`src/design/focsv_pkg.sv`:
```
`timescale 1ns / 1ps
`default_nettype none
// ----------------------------------------------------------------------------
// FOC transform / SVPWM package
// Shared constants, the stage control struct and the fixed-point helpers.
// ----------------------------------------------------------------------------
package focsv_pkg;

    // Default number of entries in the full-wave sine table
    localparam int unsigned C_SINE_ENTRIES = 1024;

    // Clarke and SVPWM coefficients in Q0.16, sign-extended for signed products
    localparam logic signed [17:0] C_K_THIRD       = 18'sd21845;
    localparam logic signed [17:0] C_K_INV_SQRT3   = 18'sd37837;
    localparam logic signed [17:0] C_K_SQRT3_HALF  = 18'sd56756;

    // Table build: pi/2 in Q30 and the Taylor term divisors (2n)(2n+1)
    localparam logic [63:0]  C_HALF_PI_Q30 = 64'd1686629713;
    localparam int unsigned  C_TAYLOR_DIV [1:7] = '{6, 20, 42, 72, 110, 156, 210};

    // Duty mid-point in Q0.16
    localparam logic signed [39:0] C_DUTY_MID = 40'sd32768;

    // Control travelling alongside each stage of payload
    typedef struct packed {
        logic vld;
        logic tag;
    } t_ctl;

    // Divide by 2^n, round to nearest, halves away from zero
    function automatic logic signed [39:0] f_rnd(input logic signed [39:0] v,
                                                 input int unsigned n);
        logic signed [39:0] half;
        logic signed [39:0] neg;
        half = 40'sd1 <<< (n - 1);
        neg  = $signed({39'd0, v[39]});
        f_rnd = (v + half - neg) >>> n;
    endfunction

    // Saturate to signed 16 bits
    function automatic logic signed [15:0] f_sat16(input logic signed [39:0] v);
        if (v > 40'sd32767) begin
            f_sat16 = 16'sh7FFF;
        end else if (v < -40'sd32768) begin
            f_sat16 = 16'sh8000;
        end else begin
            f_sat16 = v[15:0];
        end
    endfunction

endpackage
`default_nettype wire

```
`src/design/focsv_modulator.sv`:
```
`timescale 1ns / 1ps
`default_nettype none
// ----------------------------------------------------------------------------
// Space vector modulator
// Three-phase references, min-max common-mode injection, saturated duties.
// ----------------------------------------------------------------------------
module focsv_modulator (
    input  wire logic                    i_clk,
    input  wire logic                    i_rst_n,
    input  wire focsv_pkg::t_ctl         i_ctl,
    input  wire logic signed [16:0]      i_va,
    input  wire logic signed [16:0]      i_vb,
    output focsv_pkg::t_ctl              o_ctl,
    output logic [15:0]                  o_duty_a,
    output logic [15:0]                  o_duty_b,
    output logic [15:0]                  o_duty_c
);

    // Duty = rnd(2x - m, 1) + one half, clamped to 0..1
    function automatic logic [15:0] f_duty(input logic signed [17:0] x,
                                           input logic signed [18:0] m);
        logic signed [19:0] e;
        logic signed [39:0] d;
        e = (20'(x) <<< 1) - 20'(m);
        d = focsv_pkg::f_rnd(40'(e), 1) + focsv_pkg::C_DUTY_MID;
        if (d < 40'sd0) begin
            f_duty = 16'h0000;
        end else if (d > 40'sd65535) begin
            f_duty = 16'hFFFF;
        end else begin
            f_duty = d[15:0];
        end
    endfunction

    focsv_pkg::t_ctl r_s4_ctl;
    focsv_pkg::t_ctl r_s5_ctl;
    focsv_pkg::t_ctl r_s6_ctl;
    focsv_pkg::t_ctl r_s7_ctl;

    logic signed [16:0] r_s4_va;
    logic signed [34:0] r_s4_tbp;

    logic signed [39:0] tb_full;
    logic signed [17:0] tb;
    logic signed [17:0] r_s5_a;
    logic signed [17:0] r_s5_b;
    logic signed [17:0] r_s5_c;

    logic signed [17:0] mx_ab;
    logic signed [17:0] mn_ab;
    logic signed [17:0] mx;
    logic signed [17:0] mn;
    logic signed [18:0] r_s6_m;
    logic signed [17:0] r_s6_a;
    logic signed [17:0] r_s6_b;
    logic signed [17:0] r_s6_c;

    logic [15:0] r_s7_duty_a;
    logic [15:0] r_s7_duty_b;
    logic [15:0] r_s7_duty_c;

    always_ff @(posedge i_clk) begin
        if (!i_rst_n) begin
            r_s4_ctl <= '0;
            r_s5_ctl <= '0;
            r_s6_ctl <= '0;
            r_s7_ctl <= '0;
        end else begin
            r_s4_ctl <= i_ctl;
            r_s5_ctl <= r_s4_ctl;
            r_s6_ctl <= r_s5_ctl;
            r_s7_ctl <= r_s6_ctl;
        end
    end

    assign tb_full = focsv_pkg::f_rnd(40'(r_s4_tbp), 15);
    assign tb      = tb_full[17:0];

    always_comb begin
        mx_ab = (r_s5_a > r_s5_b) ? r_s5_a : r_s5_b;
        mn_ab = (r_s5_a < r_s5_b) ? r_s5_a : r_s5_b;
        mx    = (r_s5_c > mx_ab) ? r_s5_c : mx_ab;
        mn    = (r_s5_c < mn_ab) ? r_s5_c : mn_ab;
    end

    always_ff @(posedge i_clk) begin
        r_s4_va  <= i_va;
        r_s4_tbp <= 35'(i_vb) * 35'(focsv_pkg::C_K_SQRT3_HALF);

        r_s5_a <= 18'(r_s4_va) <<< 1;
        r_s5_b <= tb - 18'(r_s4_va);
        r_s5_c <= -18'(r_s4_va) - tb;

        r_s6_m <= 19'(mx) + 19'(mn);
        r_s6_a <= r_s5_a;
        r_s6_b <= r_s5_b;
        r_s6_c <= r_s5_c;

        r_s7_duty_a <= f_duty(r_s6_a, r_s6_m);
        r_s7_duty_b <= f_duty(r_s6_b, r_s6_m);
        r_s7_duty_c <= f_duty(r_s6_c, r_s6_m);
    end

    assign o_ctl    = r_s7_ctl;
    assign o_duty_a = r_s7_duty_a;
    assign o_duty_b = r_s7_duty_b;
    assign o_duty_c = r_s7_duty_c;

    // The three phase references form a balanced set
    a_balanced: assert property (@(posedge i_clk) disable iff (!i_rst_n)
        r_s5_ctl.vld |-> (20'(r_s5_a) + 20'(r_s5_b) + 20'(r_s5_c) == 20'sd0))
        else $error("phase references do not sum to zero");

endmodule
`default_nettype wire

```
`config.mk`:
```
export PLATFORM = sky130hd
export DESIGN_NAME = focsv_modulator
export DESIGN_NICKNAME = d
export VERILOG_FILES = /design/src/design/focsv_pkg.sv /design/src/design/focsv_modulator.sv
export SDC_FILE = /design/constraint.sdc
export NUM_CORES = 1
export LEC_CHECK = 0
export BUFFER_PORTS_ARGS = -buffer_cell sky130_fd_sc_hd__buf_2
export CORE_MARGIN = 2
export CORE_UTILIZATION = 35
export CTS_CLUSTER_SIZE = 20
export DETAILED_ROUTE_END_ITERATION = 12
export HOLD_SLACK_MARGIN = 0.06
export PLACE_DENSITY = 0.5
export SLEW_MARGIN = 5
export SYNTH_ARGS = -nofsm -noshare
export SYNTH_HDL_FRONTEND = slang
export SYNTH_SLANG_ARGS = --single-unit
```
`constraint.sdc`:
```
create_clock -name i_clk -period 11.95 [get_ports i_clk]
set_input_delay 1.195 -clock i_clk [delete_from_list [all_inputs] [get_ports i_clk]]
set_output_delay 1.195 -clock i_clk [all_outputs]
set_load 0.01 [all_outputs]
```
### Yosys cells after proc, flatten, opt, wreduce, memory -nomap -nowiden

Cells that the tools add are included.

| word-level totals | value |
|---|---|
| latch bits | 0 |
| memories kept | 0 |
| output and inout port bits | 50 |
| flip-flop bits (word level) | 230 |
| memory bits (writable) | 0 |
| ROM bits | 0 |
| input port bits | 38 |
| logic and storage cells | 56 |

| operators by class | value |
|---|---|
| div/mod/pow operators | 0 |
| equal/unequal tests | 0 |
| bitwise operators | 0 |
| reduce and logical (&&, ||, !) cells | 0 |
| muxes and demuxes | 7 |
| multiply operators | 1 |
| shift-type cells | 0 |
| $lt $le $gt $ge | 10 |
| add/sub/neg operators | 18 |

Operators by type and width:

| cell | number |
|---|---|
| 18-bit 2-to-1 mux | 4 |
| 21-bit by 17-bit adder with 22-bit output (second input constant) | 3 |
| 22-bit by 17-bit > comparator with 1-bit output (second input constant) | 3 |
| 22-bit by 1-bit less-than comparator with 1-bit output (second input constant) | 3 |
| 21-bit by 2-bit subtractor with 22-bit output | 3 |
| 20-bit by 2-bit adder with 21-bit output (second input constant) | 3 |
| 19-bit by 19-bit subtractor with 20-bit output | 3 |
| 16-bit 2-to-1 mux | 3 |
| 18-bit > comparator | 2 |
| 18-bit less-than comparator | 2 |
| 33-bit by 16-bit adder with 33-bit output (second input constant) | 1 |
| 33-bit by 2-bit subtractor with 33-bit output | 1 |
| 17-bit by 15-bit multiplier with 32-bit output (second input constant) | 1 |
| 18-bit by 18-bit adder with 19-bit output | 1 |
| 17-bit negation with 18-bit output | 1 |
| 18-bit by 17-bit subtractor with 18-bit output | 1 |
| 18-bit subtractor | 1 |

### Longest topological paths before layout

| logic depth | value |
|---|---|
| word-level depth | 6 |
| gate-level depth with buffers | 39 |
| gate-level depth less buffers | 35 |

### Least setup slack after synthesis

OpenSTA, ideal clock, no wires.

| timing | value |
|---|---|
| kind | register -> register |
| from | register r_s5_b[1] |
| to | register r_s6_m[18] |
| setup time | 0.086 ns |
| required time | 11.864 ns |
| path buffers | 4 |
| period minus slack after synthesis | 6.832 ns |
| path slack | 5.118 ns |
| data arrival time | 6.746 ns |
| cell stages (with the launch flop) | 39 |
| path through | dfxtp_1 -> inv_1 -> ha_1 -> nor2b_1 -> o21a_1 -> o21a_1 -> o21a_1 -> o21a_1 -> o21a_1 -> o21ai_0 -> a311o_1 -> buf_2 -> buf_4 -> mux2i_1 -> ha_1 -> o21a_1 -> o21a_1 -> o21ai_0 -> [3 not listed] -> a21oi_1 -> nor3_1 -> buf_2 -> buf_1 -> o21a_1 -> ha_1 -> inv_1 -> fa_1 -> nor2b_1 -> o21ai_0 -> a21boi_0 -> o21ai_0 -> a21oi_1 -> a41o_1 -> o31a_1 -> a211oi_1 -> nor3b_1 -> a211oi_1 |

| between the ends | value |
|---|---|
| cells in the longest elaborated chain, start to end | 5 |
| elaborated cells on any way between the ends | 9 |
| those cells by class | add/sub: 1; order compare: 4; mux: 4 |

RTL lines:

| element | line | source |
|---|---|---|
| from (decl) | focsv_modulator.sv:46 | `logic signed [17:0] r_s5_b;` |
| from (signal assigned) | focsv_modulator.sv:91 | `r_s5_b <= tb - 18'(r_s4_va);` |
| 18-bit > comparator / 18-bit less-than comparator (equally long branches) | focsv_modulator.sv:80, focsv_modulator.sv:81 |  |
| 18-bit 2-to-1 mux (on tied branches) | focsv_modulator.sv:80, focsv_modulator.sv:81 |  |
| 18-bit > comparator / 18-bit less-than comparator (equally long branches) | focsv_modulator.sv:82, focsv_modulator.sv:83 |  |
| 18-bit 2-to-1 mux (on tied branches) | focsv_modulator.sv:82, focsv_modulator.sv:83 |  |
| 18-bit by 18-bit adder with 19-bit output (*) | focsv_modulator.sv:94 | `r_s6_m <= 19'(mx) + 19'(mn);` |
| to (signal assigned) | focsv_modulator.sv:94 |  |
| to (decl) | focsv_modulator.sv:53 | `logic signed [18:0] r_s6_m;` |

Every way passes the cells marked *; elsewhere a longest branch is shown, timed or not.
A chain may end at the register's enable or synchronous reset.

### Final worst setup path

| timing | value |
|---|---|
| from | register r_s5_b[1] |
| to | register r_s6_m[15] |

Same word-level chain as after synthesis.

==> impl_metrics.tcl <==
set metrics [dict create \
    pin_count 88 \
    period_minus_slack_ns 7.776 \
    arrival_ns 8.27 \
    ys.flop_type "dfxtp_1" \
    layout.nets 3209 \
    cts_resized 0 \
    yosysWarningCount 0 \
    netlist_instances 2592 \
    synth_fp_nets 3135 \
    final_cell_mix "inv_1 (389), ha_1 (372), dfxtp_1 (228)" \
    run_status "completed" \
    yosysTopAreaCellShare_pct 20.41 \
    post-cts-setup-buffers 0 \
    final_hold_viol_count 0 \
    worstMarginPinSlew_ns 0.9664 \
    final_util_pct 39.05 \
    post-synth-top-area-cell "ha_1" \
    fmax_mhz 128.6 \
    rsz0062_at_grt "false" \
    cp-start-kind "register" \
    synth_edf_count 0 \
    vias_per_cell 4.991 \
    grt_pass1_vias 17952 \
    placed_area_sq_um 24110 \
    syn_area_sq_um 22800 \
    fp-row-count 93 \
    synth.avg_cell_area_sq_um 8.797 \
    fill_cells 6585 \
    grtUsageTotal_pct 16.54 \
    port_buffers 87 \
    cts_root_buf "clkbuf_16" \
    wl_per_cell_um 15.74 \
    drive_above_1_share_pct 7.031 \
    ys_ff_latch 228 \
    final-setup-viol-count 0 \
    drt-total-wl_um 55790 \
    drv_cap 0 \
    tns_ns 0 \
    clk_pin_slew_ns 0.06 \
    timing.final.crit_share_pct 65.07 \
    grt_max_degree 37 \
    die_area_sq_um 67210 \
    syn_to_final_growth_pct 10.39 \
    antenna_left 0 \
    r2r_start "r_s5_b[1]$_DFF_P_" \
    core-area_sq_um 64460 \
    required_ns 12.44 \
    dp_hpwl_um 47690 \
    async_flop_share_pct 0 \
    whs_ns 0.3597 \
    final_common_cell "inv_1" \
    cts_made_buffers 28 \
    netlist_top_cells_area "ha_1 (20%), dfxtp_1 (20%), fa_1 (12%)" \
    slowest_stage "o41ai_1" \
    grt_pass1_wl_um 90430 \
    hold_class "reg2reg" \
    hp-start "r_s4_va[5]$_DFF_P_" \
    cts_tree "yes" \
    die_y_um 259.2 \
    setup.worst_path.end_class "register" \
    antenna_found_initial 6 \
    cts_hold_buf 0 \
    routed-via-count 17687 \
    synth_cell_types 92 \
    clkLatencyLatePin_ns 0.59 \
    drc 0 \
    relSlewSlack_pct 33.90 \
    path_max_fanout 19 \
    cp_slowest_stage_delay_ns 0.70 \
    path_class "reg2reg" \
    grt_overflow_total 0 \
    first_pass_iters 5 \
    startpoint "r_s5_b[1]$_DFF_P_" \
    die_w_um 259.2 \
    crit_top_cell "o21a_1" \
    synth-seq-area-share_pct 20.02 \
    clock_skew_ns 0.02690 \
    initial_core_util_pct 35.37 \
    gp_congestion 0.8621 \
    cts_sinks 228 \
    clock_path_buffers 3 \
    drtIter0Drc 826 \
    slew_violations 0 \
    fin_area_sq_um 25170 \
    h-tree-depth 1 \
]
[metrics by stage]
stage,instances,setup slack (ns)
3_3_place_gp,3491,4.376
4_1_cts,3543,4.140
6_report,3544,4.174
5_1_grt,3543,3.541
3_5_place_dp,3491,4.207
2_1_floorplan,2592,5.118
[cell type report]
cell class / instances / area [sq um] / area share [%]
clock inverters: 19 / 312.8 / 1.243
well taps: 855 / 1070 / 4.250
diodes: 1 / 2.502 / 0.009941
flip-flops and latches: 228 / 4564 / 18.13
repair buffers: 91 / 465.4 / 1.849
multi-input cells: 1927 / 16540 / 65.72
inverters: 390 / 1464 / 5.816
clock buffers: 33 / 749.5 / 2.977
[kinds of logic (layout without fill, tap and decap cells)]
group	Yosys count	after routing	share of synthesized area, %
AO/OA/AOI/OAI	615	615	17.92
AND/OR/NAND/NOR	561	561	12.54
adder cells (fa/ha/maj)	506	506	32.13
buffers and inverters	437	533	7.496
flip-flops	228	228	20.02
XOR/XNOR	182	182	7.051
multiplexers	63	63	2.842
other	0	1	0
[synthesized netlist by cell type (all sizes together), types with 5 or more instances]
master,n
clkbuf,21
fa,133
and4,6
nor2b,40
o21bai,19
a2111oi,9
a21oi,208
mux2i,59
buf,26
nand3b,7
o21a,35
nor4,21
a211oi,25
or3,21
a21o,71
ha,372
nand2,92
nand2b,29
a211o,9
nor3,46
a31oi,24
nand4,16
o41ai,23
and3,24
o31ai,13
nor2,175
and2,16
a21boi,13
nand3,36
or2,8
xnor2,117
a311oi,17
nor3b,10
inv,389
o21ai,99
xor2,64
o211ai,10
dfxtp,228
o2111ai,5
[critical path: cells and delay by family, from the launching register on]
family	cells	cell delay [ns]
mux	2	0.56
flops	1	0.37
compound gates	20	4.43
fa+ha+maj	3	0.86
buf+inv	3	0.63
simple gates	6	0.69
xor+xnor	1	0.12
[path summary, 6_finish.rpt]
check / endpoint / cells past startpoint / slack (ns)
setup / recovery: r_s6_m[15]$_DFF_P_ / 35 / 4.17
setup reg to reg: r_s6_m[15]$_DFF_P_ / 35 / 4.17
hold / removal: r_s5_a[6]$_DFF_P_ / 0 / 0.36
hold reg to reg: r_s5_a[6]$_DFF_P_ / 0 / 0.36
[layer usage]
metal,share of wire [%],global-route usage [%],vias up,wire length (um)
li1,-,-,9109,-
met1,44,19.85,8270,24430
met2,50,30.92,225,28060
met3,3.4,2.138,71,1899
met4,2.3,4.183,12,1308
met5,0.14,0,-,80
[sequential cells by signal (all words and copies together) (netlist names), 16 cells and up]
name      flops
o_duty_b     16
r_s6_b       17
r_s4_tbp     32
r_s4_va      17
o_duty_c     16
r_s6_a       17
o_duty_a     16
r_s6_c       18
r_s5_b       17
r_s5_c       18
r_s6_m       19
r_s5_a       17
Power is not shown: default switching activity piles up to over one toggle a cycle in this logic, so the estimate is an artifact.
